$ cat config.mk
export PLATFORM = sky130hd
export DESIGN_NAME = ema_temperature_band_display
export DESIGN_NICKNAME = d
export VERILOG_FILES = /design/src/hdl/emabd_pkg.sv /design/src/hdl/ema_temperature_band_display.sv /design/src/hdl/emabd_cfg_regs.sv /design/src/hdl/emabd_filter.sv /design/src/hdl/emabd_display.sv
export SDC_FILE = /design/constraint.sdc
export NUM_CORES = 2
export LEC_CHECK = 0
export BUFFER_PORTS_ARGS = -buffer_cell sky130_fd_sc_hd__buf_4
export CAP_MARGIN = 40
export CORE_MARGIN = 2
export CORE_UTILIZATION = 50
export DETAILED_ROUTE_END_ITERATION = 16
export PLACE_DENSITY = 0.67
export SYNTH_ARGS = -nofsm -noshare
export SYNTH_HDL_FRONTEND = slang
export SYNTH_HIERARCHICAL = 1
export SYNTH_SLANG_ARGS = --single-unit
$ cat constraint.sdc
create_clock -name clk -period 15.7 [get_ports clk]
set_input_delay 0 -clock clk [delete_from_list [all_inputs] [get_ports clk]]
set_output_delay 0 -clock clk [all_outputs]
set_load 0.01 [all_outputs]
$ cat src/hdl/emabd_pkg.sv
// ============================================================================
// emabd_pkg: shared types and constants for the EMA temperature band display
// Widths, register reset values, field codes and transaction structs used by
// every module of the block.
// ============================================================================
package emabd_pkg;

    // Filter widths
    localparam int SAMPLE_BITS   = 12;
    localparam int FRACTION_BITS = 16;
    localparam int ALPHA_BITS    = 16;
    localparam int AVG_BITS      = SAMPLE_BITS + FRACTION_BITS;
    localparam int PROD_BITS     = ALPHA_BITS + AVG_BITS;
    localparam logic [PROD_BITS-1:0] ROUND_BIAS = PROD_BITS'((64'd1 << ALPHA_BITS) - 64'd1);

    // Display and band widths
    localparam int LIMIT_BITS = 12;
    localparam int CMP_BITS   = (AVG_BITS > LIMIT_BITS + FRACTION_BITS) ?
                                AVG_BITS : LIMIT_BITS + FRACTION_BITS;
    localparam int MV_BITS    = 12;
    localparam int MV_MAX     = 4095;
    localparam int DUTY_BITS  = 8;
    localparam int TENS_BITS  = 6;
    localparam int DIGIT_BITS = 4;
    localparam int Q10_BITS   = 9;
    localparam int QPROD_BITS = MV_BITS + 16;

    // Reciprocal constants for divide by 100 and by 10 (exact for 12-bit values)
    localparam logic [15:0] DIV100_MUL   = 16'd5243;
    localparam int          DIV100_SHIFT = 19;
    localparam logic [15:0] DIV10_MUL    = 16'd52429;
    localparam int          DIV10_SHIFT  = 19;

    // Configuration port
    localparam int CFG_INDEX_BITS = 3;
    localparam int CFG_DATA_BITS  = 16;
    localparam logic [CFG_INDEX_BITS-1:0] REG_SMOOTHING  = 3'd0;
    localparam logic [CFG_INDEX_BITS-1:0] REG_LOW_LIMIT  = 3'd1;
    localparam logic [CFG_INDEX_BITS-1:0] REG_HIGH_LIMIT = 3'd2;
    localparam logic [CFG_INDEX_BITS-1:0] REG_LED_DUTY   = 3'd3;
    localparam logic [CFG_INDEX_BITS-1:0] REG_SERVO_LOW  = 3'd4;
    localparam logic [CFG_INDEX_BITS-1:0] REG_SERVO_MID  = 3'd5;
    localparam logic [CFG_INDEX_BITS-1:0] REG_SERVO_HIGH = 3'd6;

    // Register reset values
    localparam logic [ALPHA_BITS-1:0] RST_SMOOTHING  = 16'd3277;
    localparam logic [LIMIT_BITS-1:0] RST_LOW_LIMIT  = 12'd200;
    localparam logic [LIMIT_BITS-1:0] RST_HIGH_LIMIT = 12'd400;
    localparam logic [DUTY_BITS-1:0]  RST_LED_DUTY   = 8'd191;
    localparam logic [DUTY_BITS-1:0]  RST_SERVO_LOW  = 8'd17;
    localparam logic [DUTY_BITS-1:0]  RST_SERVO_MID  = 8'd22;
    localparam logic [DUTY_BITS-1:0]  RST_SERVO_HIGH = 8'd27;

    // Item mode codes
    localparam logic MODE_SAMPLE = 1'b0;
    localparam logic MODE_TICK   = 1'b1;

    // Band codes
    localparam logic [1:0] BAND_NONE  = 2'd0;
    localparam logic [1:0] BAND_GREEN = 2'd1;
    localparam logic [1:0] BAND_BLUE  = 2'd2;
    localparam logic [1:0] BAND_RED   = 2'd3;

    // Scan positions
    localparam logic [1:0] SCAN_TENS   = 2'd0;
    localparam logic [1:0] SCAN_UNITS  = 2'd1;
    localparam logic [1:0] SCAN_TENTHS = 2'd2;

    typedef struct packed {
        logic                   mode;
        logic [SAMPLE_BITS-1:0] sample_mv;
    } in_item_t;

    typedef struct packed {
        logic [1:0]            band;
        logic [DUTY_BITS-1:0]  red_duty;
        logic [DUTY_BITS-1:0]  green_duty;
        logic [DUTY_BITS-1:0]  blue_duty;
        logic [DUTY_BITS-1:0]  servo_duty;
        logic [TENS_BITS-1:0]  tens_digit;
        logic [DIGIT_BITS-1:0] units_digit;
        logic [DIGIT_BITS-1:0] tenths_digit;
        logic [MV_BITS-1:0]    filtered_mv;
        logic [2:0]            digit_enable;
        logic [TENS_BITS-1:0]  shown_digit;
        logic                  point_on;
    } out_item_t;

    typedef struct packed {
        logic [ALPHA_BITS-1:0] smoothing_factor;
        logic [LIMIT_BITS-1:0] low_limit;
        logic [LIMIT_BITS-1:0] high_limit;
        logic [DUTY_BITS-1:0]  led_duty;
        logic [DUTY_BITS-1:0]  servo_low;
        logic [DUTY_BITS-1:0]  servo_mid;
        logic [DUTY_BITS-1:0]  servo_high;
    } cfg_t;

    // Item moving from the filter stage to the display stage
    typedef struct packed {
        logic valid;
        logic mode;
    } stage_t;

endpackage

$ cat src/hdl/ema_temperature_band_display.sv
// ============================================================================
// ema_temperature_band_display: filtered temperature band and digit display
// Moving average filter on millivolt samples, decimal digit split, band
// selection with LED and servo duties, and a three-digit display scan.
// ============================================================================
//
//  channel   signals                        direction  payload
//  --------  -----------------------------  ---------  -------------------
//  in        in_valid / in_ready / in_data  input      mode, sample_mv
//  out       out_valid / out_ready          output     out_data result
//  cfg       cfg_valid / cfg_ready          input      cfg_index, cfg_data
//
//  One transaction per cycle sustained while out_ready stays high; each result
//  passes the input register (loaded at the accepting edge), then the average
//  update, then the result register.
//  The average update (one 16x28 multiply-add) is the loop that sets the rate.
//  Reset clears the average, held digits, band and scan and loads the
//  register defaults; cfg_ready is always high.
//  A stalled output fills the stages behind it one by one, then in_ready drops.
//
module ema_temperature_band_display (
    input  logic                                 clk,
    input  logic                                 rst_n,
    input  logic                                 in_valid,
    output logic                                 in_ready,
    input  emabd_pkg::in_item_t                  in_data,
    output logic                                 out_valid,
    input  logic                                 out_ready,
    output emabd_pkg::out_item_t                 out_data,
    input  logic                                 cfg_valid,
    output logic                                 cfg_ready,
    input  logic [emabd_pkg::CFG_INDEX_BITS-1:0] cfg_index,
    input  logic [emabd_pkg::CFG_DATA_BITS-1:0]  cfg_data
);

    emabd_pkg::cfg_t                  cfg;
    emabd_pkg::stage_t                stage;
    logic [emabd_pkg::AVG_BITS-1:0]   average;
    logic                             take;

    emabd_cfg_regs u_cfg_regs (
        .clk       (clk),
        .rst_n     (rst_n),
        .cfg_valid (cfg_valid),
        .cfg_ready (cfg_ready),
        .cfg_index (cfg_index),
        .cfg_data  (cfg_data),
        .cfg       (cfg)
    );

    emabd_filter u_filter (
        .clk              (clk),
        .rst_n            (rst_n),
        .in_valid         (in_valid),
        .in_ready         (in_ready),
        .in_data          (in_data),
        .smoothing_factor (cfg.smoothing_factor),
        .take             (take),
        .stage            (stage),
        .average          (average)
    );

    emabd_display u_display (
        .clk       (clk),
        .rst_n     (rst_n),
        .stage     (stage),
        .average   (average),
        .cfg       (cfg),
        .take      (take),
        .out_valid (out_valid),
        .out_ready (out_ready),
        .out_data  (out_data)
    );

endmodule

$ cat src/hdl/emabd_cfg_regs.sv
// ============================================================================
// emabd_cfg_regs: configuration register file
// Seven registers written through the config channel; unknown indexes ignored.
// ============================================================================
module emabd_cfg_regs (
    input  logic                                 clk,
    input  logic                                 rst_n,
    input  logic                                 cfg_valid,
    output logic                                 cfg_ready,
    input  logic [emabd_pkg::CFG_INDEX_BITS-1:0] cfg_index,
    input  logic [emabd_pkg::CFG_DATA_BITS-1:0]  cfg_data,
    output emabd_pkg::cfg_t                      cfg
);

    emabd_pkg::cfg_t cfg_reg;
    emabd_pkg::cfg_t cfg_next;

    // Writes are always accepted
    assign cfg_ready = 1'b1;
    assign cfg       = cfg_reg;

    // Register decode, data masked to each register's width
    always_comb
    begin
        cfg_next = cfg_reg;
        if (cfg_valid)
        begin
            case (cfg_index)
                emabd_pkg::REG_SMOOTHING:
                    cfg_next.smoothing_factor = cfg_data[emabd_pkg::ALPHA_BITS-1:0];
                emabd_pkg::REG_LOW_LIMIT:
                    cfg_next.low_limit = cfg_data[emabd_pkg::LIMIT_BITS-1:0];
                emabd_pkg::REG_HIGH_LIMIT:
                    cfg_next.high_limit = cfg_data[emabd_pkg::LIMIT_BITS-1:0];
                emabd_pkg::REG_LED_DUTY:
                    cfg_next.led_duty = cfg_data[emabd_pkg::DUTY_BITS-1:0];
                emabd_pkg::REG_SERVO_LOW:
                    cfg_next.servo_low = cfg_data[emabd_pkg::DUTY_BITS-1:0];
                emabd_pkg::REG_SERVO_MID:
                    cfg_next.servo_mid = cfg_data[emabd_pkg::DUTY_BITS-1:0];
                emabd_pkg::REG_SERVO_HIGH:
                    cfg_next.servo_high = cfg_data[emabd_pkg::DUTY_BITS-1:0];
                default:
                    cfg_next = cfg_reg;
            endcase
        end
    end

    always_ff @(posedge clk or negedge rst_n)
    begin
        if (!rst_n)
        begin
            cfg_reg.smoothing_factor <= emabd_pkg::RST_SMOOTHING;
            cfg_reg.low_limit        <= emabd_pkg::RST_LOW_LIMIT;
            cfg_reg.high_limit       <= emabd_pkg::RST_HIGH_LIMIT;
            cfg_reg.led_duty         <= emabd_pkg::RST_LED_DUTY;
            cfg_reg.servo_low        <= emabd_pkg::RST_SERVO_LOW;
            cfg_reg.servo_mid        <= emabd_pkg::RST_SERVO_MID;
            cfg_reg.servo_high       <= emabd_pkg::RST_SERVO_HIGH;
        end
        else
        begin
            cfg_reg <= cfg_next;
        end
    end

endmodule

$ cat src/hdl/emabd_filter.sv
// ============================================================================
// emabd_filter: input register and moving average update
// Registers each input transaction, then for sample items applies
// average += alpha * (sample - average) with floor rounding.
// ============================================================================
module emabd_filter (
    input  logic                                clk,
    input  logic                                rst_n,
    input  logic                                in_valid,
    output logic                                in_ready,
    input  emabd_pkg::in_item_t                 in_data,
    input  logic [emabd_pkg::ALPHA_BITS-1:0]    smoothing_factor,
    input  logic                                take,
    output emabd_pkg::stage_t                   stage,
    output logic [emabd_pkg::AVG_BITS-1:0]      average
);

    // Input register
    logic                 s1_valid_reg;
    logic                 s1_valid_next;
    emabd_pkg::in_item_t  s1_reg;

    // Update stage
    emabd_pkg::stage_t    s2_reg;
    emabd_pkg::stage_t    s2_next;
    logic [emabd_pkg::AVG_BITS-1:0]  average_reg;
    logic [emabd_pkg::AVG_BITS-1:0]  average_next;

    logic                                s2_free;
    logic                                advance;
    logic [emabd_pkg::AVG_BITS-1:0]      target;
    logic                                rising;
    logic [emabd_pkg::AVG_BITS-1:0]      mag;
    logic [emabd_pkg::PROD_BITS-1:0]     prod;
    logic [emabd_pkg::PROD_BITS-1:0]     rounded;
    logic [emabd_pkg::AVG_BITS-1:0]      step;

    // Flow control: each stage moves when the one after it has room
    assign s2_free  = !s2_reg.valid || take;
    assign advance  = s1_valid_reg && s2_free;
    assign in_ready = !s1_valid_reg || advance;

    assign stage   = s2_reg;
    assign average = average_reg;

    // Moving average step: ceil on the way down gives floor of the exact result
    always_comb
    begin
        target  = emabd_pkg::AVG_BITS'(s1_reg.sample_mv) << emabd_pkg::FRACTION_BITS;
        rising  = target >= average_reg;
        mag     = rising ? (target - average_reg) : (average_reg - target);
        prod    = emabd_pkg::PROD_BITS'(smoothing_factor) * emabd_pkg::PROD_BITS'(mag);
        rounded = rising ? prod : (prod + emabd_pkg::ROUND_BIAS);
        step    = emabd_pkg::AVG_BITS'(rounded >> emabd_pkg::ALPHA_BITS);

        average_next = average_reg;
        if (advance && (s1_reg.mode == emabd_pkg::MODE_SAMPLE))
        begin
            average_next = rising ? (average_reg + step) : (average_reg - step);
        end
    end

    // Stage valid bookkeeping
    always_comb
    begin
        s1_valid_next = s1_valid_reg;
        if (in_valid && in_ready)
            s1_valid_next = 1'b1;
        else if (advance)
            s1_valid_next = 1'b0;

        s2_next = s2_reg;
        if (advance)
        begin
            s2_next.valid = 1'b1;
            s2_next.mode  = s1_reg.mode;
        end
        else if (take)
        begin
            s2_next.valid = 1'b0;
        end
    end

    always_ff @(posedge clk or negedge rst_n)
    begin
        if (!rst_n)
        begin
            s1_valid_reg <= 1'b0;
            s2_reg       <= '0;
            average_reg  <= '0;
        end
        else
        begin
            s1_valid_reg <= s1_valid_next;
            s2_reg       <= s2_next;
            average_reg  <= average_next;
        end
    end

    // Payload capture
    always_ff @(posedge clk)
    begin
        if (in_valid && in_ready)
            s1_reg <= in_data;
    end

    // The average only moves when a sample passes into the update stage
    assert property (@(posedge clk) disable iff (!rst_n)
        !(advance && (s1_reg.mode == emabd_pkg::MODE_SAMPLE)) |=> $stable(average_reg))
        else $error("average changed without a sample");

    // An update-stage item is held until the display stage takes it
    assert property (@(posedge clk) disable iff (!rst_n)
        (s2_reg.valid && !take) |=> (s2_reg.valid && $stable(s2_reg.mode)))
        else $error("update stage item dropped");

    // Input register is only loaded when it is empty or emptying
    assert property (@(posedge clk) disable iff (!rst_n)
        (s1_valid_reg && !advance) |-> !in_ready)
        else $error("input register overwritten");

endmodule

$ cat src/hdl/emabd_display.sv
// ============================================================================
// emabd_display: digit split, band decision, display scan and result register
// Holds the digits, band and scan position and builds each result transaction.
// ============================================================================
module emabd_display (
    input  logic                            clk,
    input  logic                            rst_n,
    input  emabd_pkg::stage_t               stage,
    input  logic [emabd_pkg::AVG_BITS-1:0]  average,
    input  emabd_pkg::cfg_t                 cfg,
    output logic                            take,
    output logic                            out_valid,
    input  logic                            out_ready,
    output emabd_pkg::out_item_t            out_data
);

    logic                                  out_valid_reg;
    logic                                  out_valid_next;
    emabd_pkg::out_item_t                  out_reg;
    emabd_pkg::out_item_t                  out_next;

    logic [1:0]                            scan_reg;
    logic [1:0]                            scan_next;
    logic [emabd_pkg::TENS_BITS-1:0]       tens_reg;
    logic [emabd_pkg::TENS_BITS-1:0]       tens_next;
    logic [emabd_pkg::DIGIT_BITS-1:0]      units_reg;
    logic [emabd_pkg::DIGIT_BITS-1:0]      units_next;
    logic [emabd_pkg::DIGIT_BITS-1:0]      tenths_reg;
    logic [emabd_pkg::DIGIT_BITS-1:0]      tenths_next;
    logic [1:0]                            band_reg;
    logic [1:0]                            band_next;

    logic [emabd_pkg::AVG_BITS-1:0]        whole;
    logic [emabd_pkg::MV_BITS-1:0]         mv;
    logic [emabd_pkg::QPROD_BITS-1:0]      q100_prod;
    logic [emabd_pkg::QPROD_BITS-1:0]      q10_prod;
    logic [emabd_pkg::TENS_BITS-1:0]       q100;
    logic [emabd_pkg::Q10_BITS-1:0]        q10;
    logic [emabd_pkg::Q10_BITS-1:0]        units_full;
    logic [emabd_pkg::MV_BITS-1:0]         tenths_full;
    logic [emabd_pkg::CMP_BITS-1:0]        avg_cmp;
    logic [emabd_pkg::CMP_BITS-1:0]        lo_cmp;
    logic [emabd_pkg::CMP_BITS-1:0]        hi_cmp;
    logic [1:0]                            band_calc;
    logic                                  is_sample;

    assign take      = stage.valid && (!out_valid_reg || out_ready);
    assign out_valid = out_valid_reg;
    assign out_data  = out_reg;
    assign is_sample = stage.mode == emabd_pkg::MODE_SAMPLE;

    // Integer millivolts, saturated, and its decimal digits by reciprocal
    always_comb
    begin
        whole = average >> emabd_pkg::FRACTION_BITS;
        mv    = (whole > emabd_pkg::AVG_BITS'(emabd_pkg::MV_MAX)) ?
                emabd_pkg::MV_BITS'(emabd_pkg::MV_MAX) : whole[emabd_pkg::MV_BITS-1:0];
        q100_prod = emabd_pkg::QPROD_BITS'(mv) *
                    emabd_pkg::QPROD_BITS'(emabd_pkg::DIV100_MUL);
        q10_prod  = emabd_pkg::QPROD_BITS'(mv) *
                    emabd_pkg::QPROD_BITS'(emabd_pkg::DIV10_MUL);
        q100 = emabd_pkg::TENS_BITS'(q100_prod >> emabd_pkg::DIV100_SHIFT);
        q10  = emabd_pkg::Q10_BITS'(q10_prod >> emabd_pkg::DIV10_SHIFT);
        units_full  = q10 - ((emabd_pkg::Q10_BITS'(q100) << 3) +
                             (emabd_pkg::Q10_BITS'(q100) << 1));
        tenths_full = mv - ((emabd_pkg::MV_BITS'(q10) << 3) +
                            (emabd_pkg::MV_BITS'(q10) << 1));
    end

    // Band decision on the exact fixed-point average
    always_comb
    begin
        avg_cmp = emabd_pkg::CMP_BITS'(average);
        lo_cmp  = emabd_pkg::CMP_BITS'(cfg.low_limit) << emabd_pkg::FRACTION_BITS;
        hi_cmp  = emabd_pkg::CMP_BITS'(cfg.high_limit) << emabd_pkg::FRACTION_BITS;
        if (avg_cmp > hi_cmp)
            band_calc = emabd_pkg::BAND_RED;
        else if (avg_cmp >= lo_cmp)
            band_calc = emabd_pkg::BAND_BLUE;
        else
            band_calc = emabd_pkg::BAND_GREEN;
    end

    // Held state: samples refresh digits and band, ticks advance the scan
    always_comb
    begin
        tens_next   = tens_reg;
        units_next  = units_reg;
        tenths_next = tenths_reg;
        band_next   = band_reg;
        scan_next   = scan_reg;
        if (take)
        begin
            if (is_sample)
            begin
                tens_next   = q100;
                units_next  = units_full[emabd_pkg::DIGIT_BITS-1:0];
                tenths_next = tenths_full[emabd_pkg::DIGIT_BITS-1:0];
                band_next   = band_calc;
            end
            else
            begin
                scan_next = (scan_reg >= emabd_pkg::SCAN_TENTHS) ?
                            emabd_pkg::SCAN_TENS : scan_reg + 2'd1;
            end
        end
    end

    // Result transaction from the updated state
    always_comb
    begin
        out_next.band         = band_next;
        out_next.red_duty     = (band_next == emabd_pkg::BAND_RED)   ? cfg.led_duty : '0;
        out_next.green_duty   = (band_next == emabd_pkg::BAND_GREEN) ? cfg.led_duty : '0;
        out_next.blue_duty    = (band_next == emabd_pkg::BAND_BLUE)  ? cfg.led_duty : '0;
        case (band_next)
            emabd_pkg::BAND_GREEN: out_next.servo_duty = cfg.servo_low;
            emabd_pkg::BAND_BLUE:  out_next.servo_duty = cfg.servo_mid;
            emabd_pkg::BAND_RED:   out_next.servo_duty = cfg.servo_high;
            default:               out_next.servo_duty = '0;
        endcase
        out_next.tens_digit   = tens_next;
        out_next.units_digit  = units_next;
        out_next.tenths_digit = tenths_next;
        out_next.filtered_mv  = mv;
        case (scan_next)
            emabd_pkg::SCAN_UNITS:
            begin
                out_next.digit_enable = 3'b010;
                out_next.shown_digit  = emabd_pkg::TENS_BITS'(units_next);
                out_next.point_on     = 1'b1;
            end
            emabd_pkg::SCAN_TENTHS:
            begin
                out_next.digit_enable = 3'b100;
                out_next.shown_digit  = emabd_pkg::TENS_BITS'(tenths_next);
                out_next.point_on     = 1'b0;
            end
            default:
            begin
                out_next.digit_enable = 3'b001;
                out_next.shown_digit  = tens_next;
                out_next.point_on     = 1'b0;
            end
        endcase
    end

    // Output register valid
    always_comb
    begin
        out_valid_next = out_valid_reg;
        if (take)
            out_valid_next = 1'b1;
        else if (out_ready)
            out_valid_next = 1'b0;
    end

    always_ff @(posedge clk or negedge rst_n)
    begin
        if (!rst_n)
        begin
            out_valid_reg <= 1'b0;
            scan_reg      <= emabd_pkg::SCAN_TENS;
            tens_reg      <= '0;
            units_reg     <= '0;
            tenths_reg    <= '0;
            band_reg      <= emabd_pkg::BAND_NONE;
        end
        else
        begin
            out_valid_reg <= out_valid_next;
            scan_reg      <= scan_next;
            tens_reg      <= tens_next;
            units_reg     <= units_next;
            tenths_reg    <= tenths_next;
            band_reg      <= band_next;
        end
    end

    always_ff @(posedge clk)
    begin
        if (take)
            out_reg <= out_next;
    end

    // Scan never reaches the unused position
    assert property (@(posedge clk) disable iff (!rst_n)
        scan_reg != 2'd3)
        else $error("scan position out of range");

    // Decimal point goes with the units digit only
    assert property (@(posedge clk) disable iff (!rst_n)
        out_valid_reg |-> ($onehot(out_reg.digit_enable) &&
                           (out_reg.point_on == out_reg.digit_enable[1])))
        else $error("digit select or point inconsistent");

    // Once a sample has been taken a band is always set
    assert property (@(posedge clk) disable iff (!rst_n)
        (take && is_sample) |=> (band_reg != emabd_pkg::BAND_NONE))
        else $error("band missing after sample");

    // Decimal digits stay in range
    assert property (@(posedge clk) disable iff (!rst_n)
        out_valid_reg |-> ((out_reg.units_digit <= 4'd9) && (out_reg.tenths_digit <= 4'd9)))
        else $error("digit out of range");

endmodule
==> report_table.html <==
<table>
<tr><th>Metric</th><th>Value</th></tr>
<tr><th colspan="2">Worst setup path</th></tr>
<tr><td>Critical path startpoint category</td><td>register</td></tr>
<tr><td>Worst r2r dst</td><td>u_filter/average[27]</td></tr>
<tr><td>Highest-delay cell along the critical path</td><td>sky130_fd_sc_hd__dfrtp_1</td></tr>
<tr><td>Crit-path max FO</td><td>21</td></tr>
<tr><td>R2r setup slk</td><td>1.52 ns</td></tr>
<tr><td>Data arrival, critical path</td><td>around 15 ns</td></tr>
<tr><td>Worst Reg-to-Reg Cells</td><td>50</td></tr>
<tr><td>Critical path's largest stage delay</td><td>0.74 ns</td></tr>
<tr><td>Crit Path Class</td><td>register to register</td></tr>
<tr><td>Launch instance of the worst register-to-register path</td><td>u_filter/average[16]</td></tr>
<tr><td>CP endpoint kind</td><td>register</td></tr>
<tr><td>CP Data Required Time</td><td>roughly 16 ns</td></tr>
<tr><th colspan="2">Run status</th></tr>
<tr><td>Status</td><td>finished clean</td></tr>
<tr><th colspan="2">CTS</th></tr>
<tr><td>Clock insertion delay at the later pin of the skew report</td><td>~0.53 ns</td></tr>
<tr><td>Clock transition time at the flip-flop clock pins of the worst setup and hold paths</td><td>0.06 ns</td></tr>
<tr><td>H-tree levels</td><td>1</td></tr>
<tr><td>Maximum number of buffers from clock root to sink</td><td>3</td></tr>
<tr><td>Clock net sink count</td><td>~200</td></tr>
<tr><td>TritonCTS buffer count</td><td>23</td></tr>
<tr><td>TritonCTS clock tree</td><td>done</td></tr>
<tr><td>Clock Root Buffer</td><td>sky130_fd_sc_hd__clkbuf_16</td></tr>
<tr><th colspan="2">Die</th></tr>
<tr><td>Chip Height</td><td>roughly 260 µm</td></tr>
<tr><td>Area of the core</td><td>~64000 µm²</td></tr>
<tr><td>Initial Utilization</td><td>0.503</td></tr>
<tr><td>Die Area</td><td>66500 µm²</td></tr>
<tr><td>Count of boundary I/O pins</td><td>110</td></tr>
<tr><td>Horiz. Die Dim</td><td>around 260 µm</td></tr>
<tr><td>Number of placement rows</td><td>93</td></tr>
<tr><th colspan="2">Yosys</th></tr>
<tr><td>Sequential element share of the synthesized area</td><td>0.172</td></tr>
<tr><td>Post-synth cell types</td><td>between 100 and 150</td></tr>
<tr><td>Most numerous cell in the Yosys netlist</td><td>sky130_fd_sc_hd__inv_1</td></tr>
<tr><td>Seq cells post-synth</td><td>204</td></tr>
<tr><td>FFs w/ async S/R, synth</td><td>0.598</td></tr>
<tr><td>Number of warnings reported in the yosys synthesis log</td><td>6</td></tr>
<tr><td>Primary flip-flop cell chosen by synthesis mapping</td><td>sky130_fd_sc_hd__dfrtp_1</td></tr>
<tr><td>Combinational family with the most area after synthesis</td><td>adder cells</td></tr>
<tr><td>Post-Synthesis Cells</td><td>3454</td></tr>
<tr><td>Cell Area, Synth</td><td>32200 µm²</td></tr>
<tr><td>Number of flops mapped to enable cells by yosys</td><td>82</td></tr>
<tr><td>Mean post-synth cell area</td><td>between 9 and 10 µm²</td></tr>
<tr><td>Area fraction in compound gates after synthesis</td><td>0.107</td></tr>
<tr><td>Xor and xnor area share after synthesis</td><td>0.0333</td></tr>
<tr><td>Adder and majority cell fraction of the synthesized area</td><td>0.407</td></tr>
<tr><td>Post-synthesis share of cell area spent on and, or, nand and nor gates</td><td>0.152</td></tr>
<tr><td>Cell taking the most area after synthesis</td><td>sky130_fd_sc_hd__fa_1</td></tr>
<tr><td>Leading post-synthesis cells by instance count</td><td>sky130_fd_sc_hd__inv_1, sky130_fd_sc_hd__fa_1, sky130_fd_sc_hd__nand2_1</td></tr>
<tr><td>Yosys top cell area share</td><td>0.280</td></tr>
<tr><td>Largest cells by area after synthesis</td><td>sky130_fd_sc_hd__fa_1, sky130_fd_sc_hd__ha_1, sky130_fd_sc_hd__inv_1</td></tr>
<tr><td>Share of synthesized area spent on multiplexers</td><td>0.0316</td></tr>
<tr><td>Post-synth net total</td><td>4270</td></tr>
<tr><th colspan="2">Cells and area</th></tr>
<tr><td>Final Instance Count excl. Fillers</td><td>4407</td></tr>
<tr><td>Net count of the finished layout</td><td>4350</td></tr>
<tr><td>Fillcell total</td><td>a little under 6000</td></tr>
<tr><td>Fraction of final layout cells sized beyond drive strength 1</td><td>0.110</td></tr>
<tr><td>Layout overhead on the synthesized area</td><td>8.96%</td></tr>
<tr><td>Multi-input gate area</td><td>roughly 24000 µm²</td></tr>
<tr><td>Flip-flop count of the largest register after layout</td><td>72</td></tr>
<tr><td>Combined flip-flop and latch cell area</td><td>approximately 5600 µm²</td></tr>
<tr><td>Post-layout util</td><td>0.548</td></tr>
<tr><th colspan="2">STA</th></tr>
<tr><td>Setup skew after layout</td><td>0.0105 ns</td></tr>
<tr><td>Final critical path time including I/O delays and setup</td><td>roughly 14 ns</td></tr>
<tr><td>Max-slew violations</td><td>0</td></tr>
<tr><td>Post-route worst setup slack</td><td>roughly 1.5 ns</td></tr>
<tr><td>Relative max-transition margin</td><td>0.378</td></tr>
<tr><td>Period utilization</td><td>0.903</td></tr>
<tr><td>TNS Setup</td><td>0 ns</td></tr>
<tr><td>Transition time at the pin with the least slew margin</td><td>0.926 ns</td></tr>
<tr><td>Final setup vio count</td><td>0</td></tr>
<tr><td>Final hold viol count</td><td>0</td></tr>
<tr><td>Unrepaired setup endpoints after global routing</td><td>false</td></tr>
<tr><td>FMAX</td><td>about 71 MHz</td></tr>
<tr><th colspan="2">Route</th></tr>
<tr><td>First-iteration detailed-routing DRC count</td><td>1456</td></tr>
<tr><td>Average wire length per cell after detail routing</td><td>18.4 µm</td></tr>
<tr><td>Number of remaining DRC errors</td><td>0</td></tr>
<tr><td>Vias after detailed routing</td><td>24159</td></tr>
<tr><td>Via density</td><td>5.48</td></tr>
<tr><td>Drt total wl</td><td>~81000 µm</td></tr>
<tr><td>Antenna violation net count after detailed routing</td><td>0</td></tr>
<tr><td>Count of TritonRoute iterations in the first routing pass</td><td>5</td></tr>
<tr><th colspan="2">Placement</th></tr>
<tr><td>Number of placed instances with taps included</td><td>~4300</td></tr>
<tr><td>Routability cong.</td><td>0.934</td></tr>
<tr><td>HPWL after detailed placement</td><td>approximately 63000 µm</td></tr>
<tr><td>Pre-CTS setup slack</td><td>~1.7 ns</td></tr>
<tr><td># port buffers</td><td>~110</td></tr>
<tr><th colspan="2">Global routing</th></tr>
<tr><td>Maximum number of pins on one net before global-route repair</td><td>between 50 and 60</td></tr>
<tr><td>Global-route wire length before repair</td><td>132000 µm</td></tr>
<tr><td>Antenna violations before repair</td><td>0</td></tr>
<tr><td>Number of global-route vias before repair</td><td>around 25000</td></tr>
<tr><td>GRT Resource Usage Total</td><td>0.248</td></tr>
<tr><td>Remaining global-route overflow</td><td>0</td></tr>
<tr><th colspan="2">Flow run</th></tr>
<tr><td>Max Cap Viol</td><td>0</td></tr>
<tr><th colspan="2">Hold path</th></tr>
<tr><td>Class of the worst hold path</td><td>primary input to async pin</td></tr>
</table>
[cell usage in the layout (no fill, tap or decap), types with 36 or more instances in the layout]
cell                              n
sky130_fd_sc_hd__nand3_1         38
sky130_fd_sc_hd__xnor2_1         79
sky130_fd_sc_hd__ha_1           329
sky130_fd_sc_hd__a21oi_1        105
sky130_fd_sc_hd__buf_4          163
sky130_fd_sc_hd__mux2_2          71
sky130_fd_sc_hd__inv_1          656
sky130_fd_sc_hd__xor2_1          38
sky130_fd_sc_hd__and2_1         190
sky130_fd_sc_hd__a21o_1          52
sky130_fd_sc_hd__dfrtp_1         92
sky130_fd_sc_hd__o21ai_0         92
sky130_fd_sc_hd__nor3_1          36
sky130_fd_sc_hd__fa_1           450
sky130_fd_sc_hd__nand2_1        406
sky130_fd_sc_hd__nor2_1         105
sky130_fd_sc_hd__edfxtp_1        82
sky130_fd_sc_hd__dlygate4sd3_1   36
[area by class of cell]
cell class / instances / area share
well taps: 855 / 0.0305
flip-flops and latches: 204 / 0.158
inverters: 658 / 0.0704
clock inverters: 13 / 0.00250
clock buffers: 29 / 0.0182
repair buffers: 205 / 0.0476
diodes: 1 / 0.0000713
multi-input cells: 2442 / 0.673
[worst max-delay path: cells and delay by family, from the launching register on]
family	cells	cell delay, ns
simple gates	11	2.15
fa+ha+maj	10	4.10
flops	1	0.74
xor+xnor	3	1.08
buf+inv	8	1.22
compound gates	18	4.75
[metrics by stage]
stage          hold WS (ns)  instance area (µm²)
6_report             0.0706                35100
2_1_floorplan        -0.296                32200
5_1_grt               0.134                35100
3_5_place_dp          0.119                34000
4_1_cts              0.0968                35100
3_3_place_gp          0.119                33900
[worst max path at each step]
stage	start	to	cells past startpoint
after detailed placement	u_filter/average[16]	u_filter/average[27]	50
final	u_filter/average[16]	u_filter/average[27]	50
after CTS	u_filter/average[16]	u_filter/average[27]	50
after floorplan	u_filter/average[0]	u_filter/average[27]	50
after global routing	u_filter/average[16]	u_filter/average[27]	50
after global placement	u_filter/average[16]	u_filter/average[27]	50
[per-layer routing]
metal	vias to the layer above	part of all wire	track usage
met4	0	0.027	0.0682
met3	115	0.045	0.0227
met2	576	0.48	0.419
li1	11310	-	-
met5	-	0	0
met1	12158	0.44	0.343
[timing repair]
item | CTS | global route
gates resized for setup | 0 | 0
hold endpoints to repair | 143 | 0
setup buffers | 0 | 0
hold buffers | 36 | 0
[logic make-up after synthesis]
family | Yosys count
other cells | 1
mux | 91
compound gates | 486
fa+ha+maj | 779
xor+xnor | 121
buf+inv | 808
flops | 204
simple gates | 964
Power is left out: the tool's default activity adds up to more than one toggle a clock period on the data nets, which glitch-free logic cannot reach.
